[config.mk]
export PLATFORM = sky130hd
export DESIGN_NAME = integer_set_operation_engine_top
export DESIGN_NICKNAME = d
export VERILOG_FILES = /design/src/rtl/core/isoe_pkg.sv /design/src/rtl/core/isoe_cell.sv /design/src/rtl/core/integer_set_operation_engine_top.sv
export SDC_FILE = /design/constraint.sdc
export NUM_CORES = 2
export LEC_CHECK = 0
export BUFFER_PORTS_ARGS = -buffer_cell sky130_fd_sc_hd__buf_2
export CELL_PAD_IN_SITES_DETAIL_PLACEMENT = 1
export CELL_PAD_IN_SITES_GLOBAL_PLACEMENT = 2
export CORE_MARGIN = 3
export CORE_UTILIZATION = 44
export DETAILED_ROUTE_END_ITERATION = 10
export GPL_TIMING_DRIVEN = 1
export PLACE_DENSITY_LB_ADDON = 0.1
export SETUP_SLACK_MARGIN = 0.2
export SYNTH_ARGS = -nofsm -noshare
export SYNTH_HDL_FRONTEND = slang
export SYNTH_HIERARCHICAL = 1
export SYNTH_SLANG_ARGS = --single-unit
[constraint.sdc]
create_clock -name clock -period 6.95 [get_ports clock]
set_input_delay 0.3475 -clock clock [delete_from_list [all_inputs] [get_ports clock]]
set_output_delay 0.3475 -clock clock [all_outputs]
set_load 0.05 [all_outputs]
[src/rtl/core/isoe_pkg.sv]
// ----------------------------------------------------------------------------
// isoe_pkg
// Shared types and codes for the integer set operation engine.
// ----------------------------------------------------------------------------
package isoe_pkg;

   localparam int unsigned DefMaxElems = 32;
   localparam int unsigned DataW = 32;

   // request opcodes
   typedef enum logic [2:0] {
      OP_LOAD_A = 3'd0,
      OP_LOAD_B = 3'd1,
      OP_UNION  = 3'd2,
      OP_ISECT  = 3'd3,
      OP_AMB    = 3'd4,
      OP_BMA    = 3'd5,
      OP_SYMD   = 3'd6,
      OP_CLEAR  = 3'd7
   } opcode_type;

   // response status codes
   typedef enum logic [1:0] {
      ST_ELEM  = 2'd0,
      ST_EMPTY = 2'd1,
      ST_FULL  = 2'd2
   } status_type;

   // sequencer states
   typedef enum logic [2:0] {
      S_IDLE,
      S_CHECK,
      S_FETCH,
      S_TEST,
      S_DONE
   } state_type;

   typedef struct packed {
      logic [2:0]               opcode;
      logic signed [DataW-1:0]  value;
   } req_type;

   typedef struct packed {
      logic signed [DataW-1:0]  element;
      logic                     last;
      logic [1:0]               status;
   } rsp_type;

   // match flags returned by one cell
   typedef struct packed {
      logic a;
      logic a_lo;
      logic b;
      logic b_lo;
   } hit_type;

endpackage

[src/rtl/core/isoe_cell.sv]
// ----------------------------------------------------------------------------
// isoe_cell
// One slot of lists A and B with a compare against the broadcast key.
// ----------------------------------------------------------------------------
module isoe_cell #(
   parameter int unsigned SLOT  = 0,
   parameter int unsigned IDX_W = 5,
   parameter int unsigned CNT_W = 6
) (
   input  logic                           clock,
   input  logic                           we_a,
   input  logic                           we_b,
   input  logic [isoe_pkg::DataW-1:0]     wr_data,
   input  logic [isoe_pkg::DataW-1:0]     key,
   input  logic [IDX_W-1:0]               idx,
   input  logic [CNT_W-1:0]               cnt_a,
   input  logic [CNT_W-1:0]               cnt_b,
   output logic [isoe_pkg::DataW-1:0]     a_val,
   output logic [isoe_pkg::DataW-1:0]     b_val,
   output isoe_pkg::hit_type              hit
);
   import isoe_pkg::*;

   localparam logic [CNT_W-1:0] SlotC = CNT_W'(SLOT);

   logic [DataW-1:0] a_ff;
   logic [DataW-1:0] b_ff;
   logic             lo;

   // slot storage
   always_ff @(posedge clock) begin
      if (we_a) a_ff <= wr_data;
      if (we_b) b_ff <= wr_data;
   end

   assign a_val = a_ff;
   assign b_val = b_ff;

   // compare against key, qualified by fill and walk position
   assign lo = SlotC < {1'b0, idx};
   always_comb begin
      hit.a    = (a_ff == key) && (SlotC < cnt_a);
      hit.b    = (b_ff == key) && (SlotC < cnt_b);
      hit.a_lo = hit.a && lo;
      hit.b_lo = hit.b && lo;
   end

endmodule

[src/rtl/core/integer_set_operation_engine_top.sv]
// ----------------------------------------------------------------------------
// integer_set_operation_engine_top
// Loads lists A and B into a row of cells and walks them to emit set results.
// ----------------------------------------------------------------------------
//  channel  direction  payload   handshake
//  req      in         req_type  req_valid / req_stall
//  rsp      out        rsp_type  rsp_valid / rsp_stall
//
// loads and clears complete in the idle state; a compute request walks one
// list (intersect, a-b, b-a) or both lists (union, symdiff), handling each
// walked element as a key fetch, then a parallel compare across all cells,
// and waits on rsp_stall.
// reset clears counts and control; list contents are undefined until loaded.
// a stalled response holds the walk when a new element must be pushed.
module integer_set_operation_engine_top #(
   parameter int unsigned MAX_ELEMS = isoe_pkg::DefMaxElems
) (
   input  logic               clock,
   input  logic               reset,
   input  logic               req_valid,
   output logic               req_stall,
   input  isoe_pkg::req_type  req_data,
   output logic               rsp_valid,
   input  logic               rsp_stall,
   output isoe_pkg::rsp_type  rsp_data
);
   import isoe_pkg::*;

   localparam int unsigned IDX_W = (MAX_ELEMS > 1) ? $clog2(MAX_ELEMS) : 1;
   localparam int unsigned CNT_W = IDX_W + 1;
   localparam logic [CNT_W-1:0] CapC = CNT_W'(MAX_ELEMS);

   state_type        state_ff, state_in;
   opcode_type       op_ff, op_in;
   logic             side_ff, side_in;
   logic [IDX_W-1:0] idx_ff, idx_in;
   logic [DataW-1:0] key_ff, key_in;
   logic [DataW-1:0] pend_ff, pend_in;
   logic             pend_vld_ff, pend_vld_in;
   logic [CNT_W-1:0] cnt_a_ff, cnt_a_in, cnt_b_ff, cnt_b_in;
   rsp_type          rsp_ff, rsp_in;
   logic             rsp_vld_ff, rsp_vld_in;

   logic [DataW-1:0] a_vals [MAX_ELEMS];
   logic [DataW-1:0] b_vals [MAX_ELEMS];
   hit_type          hits [MAX_ELEMS];
   logic [MAX_ELEMS-1:0] we_a, we_b;

   logic       out_free, accept, any_a, any_b, dup_a, dup_b;
   logic       emit, blocked, side_end, need_b;
   logic [CNT_W-1:0] cur_cnt;
   opcode_type req_op;

   assign req_op    = opcode_type'(req_data.opcode);
   assign out_free  = !rsp_vld_ff || !rsp_stall;
   assign req_stall = (state_ff != S_IDLE) || !out_free;
   assign accept    = req_valid && !req_stall;
   assign rsp_valid = rsp_vld_ff;
   assign rsp_data  = rsp_ff;

   // cell row
   for (genvar j = 0; j < MAX_ELEMS; j++) begin : g_cell
      assign we_a[j] = accept && (req_op == OP_LOAD_A) && (cnt_a_ff == CNT_W'(j));
      assign we_b[j] = accept && (req_op == OP_LOAD_B) && (cnt_b_ff == CNT_W'(j));
      isoe_cell #(.SLOT(j), .IDX_W(IDX_W), .CNT_W(CNT_W)) u_cell (
         .clock   (clock),
         .we_a    (we_a[j]),
         .we_b    (we_b[j]),
         .wr_data (req_data.value),
         .key     (key_ff),
         .idx     (idx_ff),
         .cnt_a   (cnt_a_ff),
         .cnt_b   (cnt_b_ff),
         .a_val   (a_vals[j]),
         .b_val   (b_vals[j]),
         .hit     (hits[j])
      );
   end

   // reduce match flags
   always_comb begin
      any_a = 1'b0;
      any_b = 1'b0;
      dup_a = 1'b0;
      dup_b = 1'b0;
      for (int j = 0; j < MAX_ELEMS; j++) begin
         any_a = any_a | hits[j].a;
         any_b = any_b | hits[j].b;
         dup_a = dup_a | hits[j].a_lo;
         dup_b = dup_b | hits[j].b_lo;
      end
   end

   // emit decision for the current key
   always_comb begin
      emit = 1'b0;
      if (!side_ff) begin
         case (op_ff)
            OP_UNION: emit = !dup_a;
            OP_ISECT: emit = any_b;
            OP_AMB:   emit = !any_b;
            OP_SYMD:  emit = !any_b && !dup_a;
            default:  emit = 1'b0;
         endcase
      end else begin
         case (op_ff)
            OP_UNION: emit = !any_a && !dup_b;
            OP_BMA:   emit = !any_a;
            OP_SYMD:  emit = !any_a && !dup_b;
            default:  emit = 1'b0;
         endcase
      end
   end

   assign cur_cnt  = side_ff ? cnt_b_ff : cnt_a_ff;
   assign side_end = ({1'b0, idx_ff} + CNT_W'(1)) == cur_cnt;
   assign need_b   = !side_ff && ((op_ff == OP_UNION) || (op_ff == OP_SYMD));
   assign blocked  = emit && pend_vld_ff && !out_free;

   // next state
   always_comb begin
      state_in = state_ff;
      case (state_ff)
         S_IDLE: begin
            if (accept && (req_op inside {OP_UNION, OP_ISECT, OP_AMB, OP_BMA, OP_SYMD}))
               state_in = S_CHECK;
         end
         S_CHECK: begin
            if (cur_cnt != '0) state_in = S_FETCH;
            else if (!need_b)  state_in = S_DONE;
         end
         S_FETCH: state_in = S_TEST;
         S_TEST: begin
            if (!blocked) begin
               if (!side_end)    state_in = S_FETCH;
               else if (need_b)  state_in = S_CHECK;
               else              state_in = S_DONE;
            end
         end
         S_DONE: begin
            if (out_free) state_in = S_IDLE;
         end
         default: state_in = S_IDLE;
      endcase
   end

   // datapath and outputs
   always_comb begin
      op_in       = op_ff;
      side_in     = side_ff;
      idx_in      = idx_ff;
      key_in      = key_ff;
      pend_in     = pend_ff;
      pend_vld_in = pend_vld_ff;
      cnt_a_in    = cnt_a_ff;
      cnt_b_in    = cnt_b_ff;
      rsp_in      = rsp_ff;
      rsp_vld_in  = out_free ? 1'b0 : rsp_vld_ff;
      case (state_ff)
         S_IDLE: begin
            if (accept) begin
               op_in       = req_op;
               side_in     = (req_op == OP_BMA);
               idx_in      = '0;
               pend_vld_in = 1'b0;
               case (req_op)
                  OP_LOAD_A: begin
                     if (cnt_a_ff >= CapC) begin
                        rsp_in     = '{element: req_data.value, last: 1'b1,
                                       status: ST_FULL};
                        rsp_vld_in = 1'b1;
                     end else cnt_a_in = cnt_a_ff + CNT_W'(1);
                  end
                  OP_LOAD_B: begin
                     if (cnt_b_ff >= CapC) begin
                        rsp_in     = '{element: req_data.value, last: 1'b1,
                                       status: ST_FULL};
                        rsp_vld_in = 1'b1;
                     end else cnt_b_in = cnt_b_ff + CNT_W'(1);
                  end
                  OP_CLEAR: begin
                     cnt_a_in = '0;
                     cnt_b_in = '0;
                  end
                  default: ;
               endcase
            end
         end
         S_CHECK: begin
            idx_in = '0;
            if ((cur_cnt == '0) && need_b) side_in = 1'b1;
         end
         S_FETCH: key_in = side_ff ? b_vals[idx_ff] : a_vals[idx_ff];
         S_TEST: begin
            if (!blocked) begin
               if (emit) begin
                  if (pend_vld_ff) begin
                     rsp_in     = '{element: pend_ff, last: 1'b0, status: ST_ELEM};
                     rsp_vld_in = 1'b1;
                  end
                  pend_in     = key_ff;
                  pend_vld_in = 1'b1;
               end
               if (!side_end) idx_in = idx_ff + IDX_W'(1);
               else if (need_b) begin
                  side_in = 1'b1;
                  idx_in  = '0;
               end
            end
         end
         S_DONE: begin
            if (out_free) begin
               rsp_vld_in = 1'b1;
               if (pend_vld_ff)
                  rsp_in = '{element: pend_ff, last: 1'b1, status: ST_ELEM};
               else
                  rsp_in = '{element: '0, last: 1'b1, status: ST_EMPTY};
               pend_vld_in = 1'b0;
            end
         end
         default: ;
      endcase
   end

   // control registers
   always_ff @(posedge clock) begin
      if (reset) begin
         state_ff    <= S_IDLE;
         cnt_a_ff    <= '0;
         cnt_b_ff    <= '0;
         rsp_vld_ff  <= 1'b0;
         pend_vld_ff <= 1'b0;
      end else begin
         state_ff    <= state_in;
         cnt_a_ff    <= cnt_a_in;
         cnt_b_ff    <= cnt_b_in;
         rsp_vld_ff  <= rsp_vld_in;
         pend_vld_ff <= pend_vld_in;
      end
   end

   // payload registers
   always_ff @(posedge clock) begin
      op_ff   <= op_in;
      side_ff <= side_in;
      idx_ff  <= idx_in;
      key_ff  <= key_in;
      pend_ff <= pend_in;
      rsp_ff  <= rsp_in;
   end

endmodule

==> flow_metrics.py <==
metrics = {
    "run_status": {
        "status": "complete, no violations",
    },
    "floorplan": {
        "floorplan.io_pins": 76,
        "starting_utilization_of_the_core_area_pct": 44.3,
        "die_area_sq_um": 251000,
        "height_of_the_die_microns": 501,
        "die_w_microns": 501,
        "placeableCoreArea_sq_um": 244000,
        "placementRows": 181,
    },
    "synthesis": {
        "yosysUniqueCellTypes": 80,
        "ys_dominant_reg_cell": "edfxtp_1",
        "synth_area_sq_um": 108000,
        "synth-seq-area-share_pct": 60.3,
        "synthArstFlopShare_pct": 0,
        "synth.largest_area_cell": "edfxtp_1",
        "number_of_enable_type_register_cells_in_the_synthesized_netlist": 2156,
        "synth-seq-cells": 2173,
        "synth_top_area_cells": "edfxtp_1, xor2_1, mux4_2, nor4_1, xnor2_1",
        "postSynthCellCount": 6513,
        "synthesized_area_per_cell_sq_um": 16.6,
        "synth_top_area_share_pct": 60.0,
        "synth_warnings": 6,
    },
    "global_routing": {
        "grt_first_pass_wirelength_mm": 657,
        "vias_in_the_first_global_route": 69300,
        "grt_remaining_overflow": 0,
        "initial_antenna_violation_count": 102,
        "grt_start_max_net_pins": 129,
        "grt_util_all_layers_pct": 39.3,
    },
    "setup_path": {
        "r2r_slack_ns": 0.63,
        "critical_path.n_buffers_inverters": 5,
        "worst_r2r_endpoint": "rsp_data[27]",
        "path_cells": "buf_4 -> buf_4 -> xnor2_1 -> nand4_1 -> or3_1 -> nor4_2 -> buf_4 -> buf_4 -> nor4_1 -> nand4_1 -> o32ai_1 -> nand2_1 -> a21oi_4 -> o221a_2 -> buf_4",
        "timing_worst_setup_path_type": "flop to flop",
        "r2r-start": "key_ff[4]",
        "critical_path_arrival_ns": 6.88,
        "r2r_cells": 15,
        "endpoint_kind": "flop",
        "critPathTopFamily": "simple AND/OR/NAND/NOR gates",
        "start_kind": "flop",
        "critPathMostFrequentCell": "buf_4",
        "required_time_at_the_worst_slack_endpoint_ns": 7.51,
        "critical-path-max-stage-delay_ns": 0.98,
        "crit_slowest_cell": "edfxtp_1",
        "timing.critical_path.fanout_max": 35,
        "cp_num_cells": 15,
    },
    "layout": {
        "most-common-layout-cells": "edfxtp_1, xor2_1, mux4_2",
        "n_fill_cell": 22700,
        "post_route_cells_drive_above_1_share_pct": 21.2,
        "fin_util_pct": 50.3,
        "nNetsFinal": 7003,
        "layout.cell_area.non_filler_sq_um": 123000,
        "layout_overhead_on_the_synthesized_area_pct": 13.6,
        "mostFrequentLayoutCell": "edfxtp_1",
    },
    "worst_hold_path": {
        "whs_endpoint": "g_cell[23].u_cell/b_val[7]",
        "hp-start": "req_data[7]",
        "hold_path_class": "primary input to flop",
        "hold_path_depth": 1,
    },
    "clock_tree": {
        "clock_insertion_delay_worst_skew_ns": 0.95,
        "cts.sink_count": 2173,
        "clkTransAtPathRegs_ns": 0.06,
        "cts-htree-levels": 4,
        "cts-root-to-sink-buffers": 3,
        "cts_root_buffer": "clkbuf_16",
        "cts_inserted_buffers": 236,
        "cts_tree": "built",
        "post-cts-setup-buffer-count": 0,
        "ctsResizeCount": 0,
    },
    "placed_design": {
        "dp_hpwl_mm": 351,
        "gp_congestion": 1.01,
        "place_area_sq_um": 115000,
        "place.port_buffers": 75,
    },
    "routing": {
        "final_routed_wirelength_mm": 499,
        "firstDrtPassIters": 6,
        "drc_errors": 0,
        "avgViaCountPerCell": 6.86,
        "ant_nets": 0,
        "dr_wl_cell_microns": 48.1,
        "vias": 71300,
        "dr.first_iter.drc_count": 13200,
    },
    "power": {
        "cellLeakagePower_nw": 39.4,
        "pwr_density_cell_nw_per_um2": 280,
        "ir_worst_vdd_mv": 0.298,
    },
    "sta": {
        "final_max_slew_viol_count": 0,
        "finalCritPeriodShare_pct": 90.9,
        "clock_skew_ns": 0.0393,
        "fin_crit_ns": 6.32,
        "worst_pin_slew_ns": 1.38,
        "unrepaired_setup_endpoints_after_global_routing": "no",
        "hold_violations": 0,
        "max_freq_ghz": 0.158,
        "worst_slew_margin_rel_pct": 8.25,
        "timing.setup.tns_ns": 0,
        "setup_viol": 0,
        "final.hold.worst_slack_ns": 0.0796,
    },
    "run": {
        "maxCapViolations": 0,
    },
}
how the worst max path moves through the flow:
stage	startpoint	to
after floorplan	key_ff[2]	rsp_data[0]
after detailed placement	key_ff[4]	rsp_data[29]
after CTS	key_ff[4]	rsp_data[27]
final	key_ff[4]	rsp_data[27]
after global routing	key_ff[4]	rsp_data[27]
after global placement	key_ff[18]	idx_ff[0]
routing by layer:
layer  vias up  GRT usage [%]  part of all wire, %
li1      26800              -                    -
met1     38300           53.5                   38
met4        32           20.2                  6.2
met5         -              0                0.039
met2      5146           59.4                   45
met3       995           8.56                   11
flip-flops by register name (all words and copies together) (netlist names):
register             cells
cnt_a_ff                 6
cnt_b_ff                 6
g_cell.u_cell/a_val   1024
g_cell.u_cell/b_val   1024
idx_ff                   5
key_ff                  32
op_ff                    3
pend_ff                 32
pend_vld_ff              1
rsp_data                35
rsp_valid                1
side_ff                  1
state_ff                 3
cell families after synthesis:
family,Yosys count,share of synthesized area [%]
xor gates and xnor gates,1985,16.2
and+or+nand+nor,1181,6.63
adders and majority gates,9,0.104
buffers and inverters,247,0.964
AOI/OAI and AO/OA,237,1.72
muxes,680,14.1
DFF,2173,60.3
other,1,0.00348
cells in the mapped netlist (5+ instances only):
master        n
mux4_2      672
edfxtp_1   2156
a21oi_1      25
and3_1       11
o211ai_1     17
a221oi_1     12
a21o_1        7
mux2i_1       7
nor4b_1       6
buf_4         7
o22ai_1      20
o31ai_1       7
a22o_1       32
or4_1        14
dfxtp_1      17
nand3_1      71
o221ai_1      9
a2111oi_0    10
nand4_1     113
o2111ai_1     9
or3_1        10
or4_4         8
nor2b_1      35
buf_2        45
ha_1          9
nand2_1     139
nor4b_2       9
a211o_1       7
inv_1        69
buf_1        24
o21ai_0      15
o21a_1       12
nor2_1      118
xnor2_1     186
a31oi_1       8
nor4_1      501
nand2b_1     23
nor3_1       53
nor4_4        5
nor4_2       47
clkbuf_1     94
xor2_1     1793
and4_1        5
o2111a_1      7
cell type report:
class                   instances  area (sq um)  area share, %
flip-flops and latches       2173         65100           53.1
multi-input cells            4094         42300           34.6
clock buffers                 295          6190           5.05
well taps                    3202          4010           3.27
repair buffers                377          3220           2.63
clock inverters               143          1320           1.08
inverters                      73           274          0.224
diodes                         28          70.1         0.0572
where the power goes:
| part | internal, mW | total, mW | switching, mW | leakage, nW |
|---|---|---|---|---|
| sequential | 14.5 | 14.6 | 0.0715 | 19.5 |
| combinational | 2.37 | 7.11 | 4.74 | 16.2 |
| clock | 7.06 | 12.6 | 5.56 | 3.67 |
| total | 24.0 | 34.3 | 10.4 | 39.4 |
through the flow:
step,setup WS [ns],cells,total power [mW]
after floorplan,0.267,6514,18.3
after global placement,0.799,9884,21.7
after detailed placement,0.898,9885,21.8
after CTS,0.878,10400,34.2
after global routing,0.697,10400,34.9
final,0.629,10400,34.3
repair_timing:
action	4_1_cts	5_1_grt
endpoints found under the hold margin	405	2
hold buffers	33	1
endpoints found under the setup margin	0	0
Note: power is estimated with default switching activity, not from simulation.
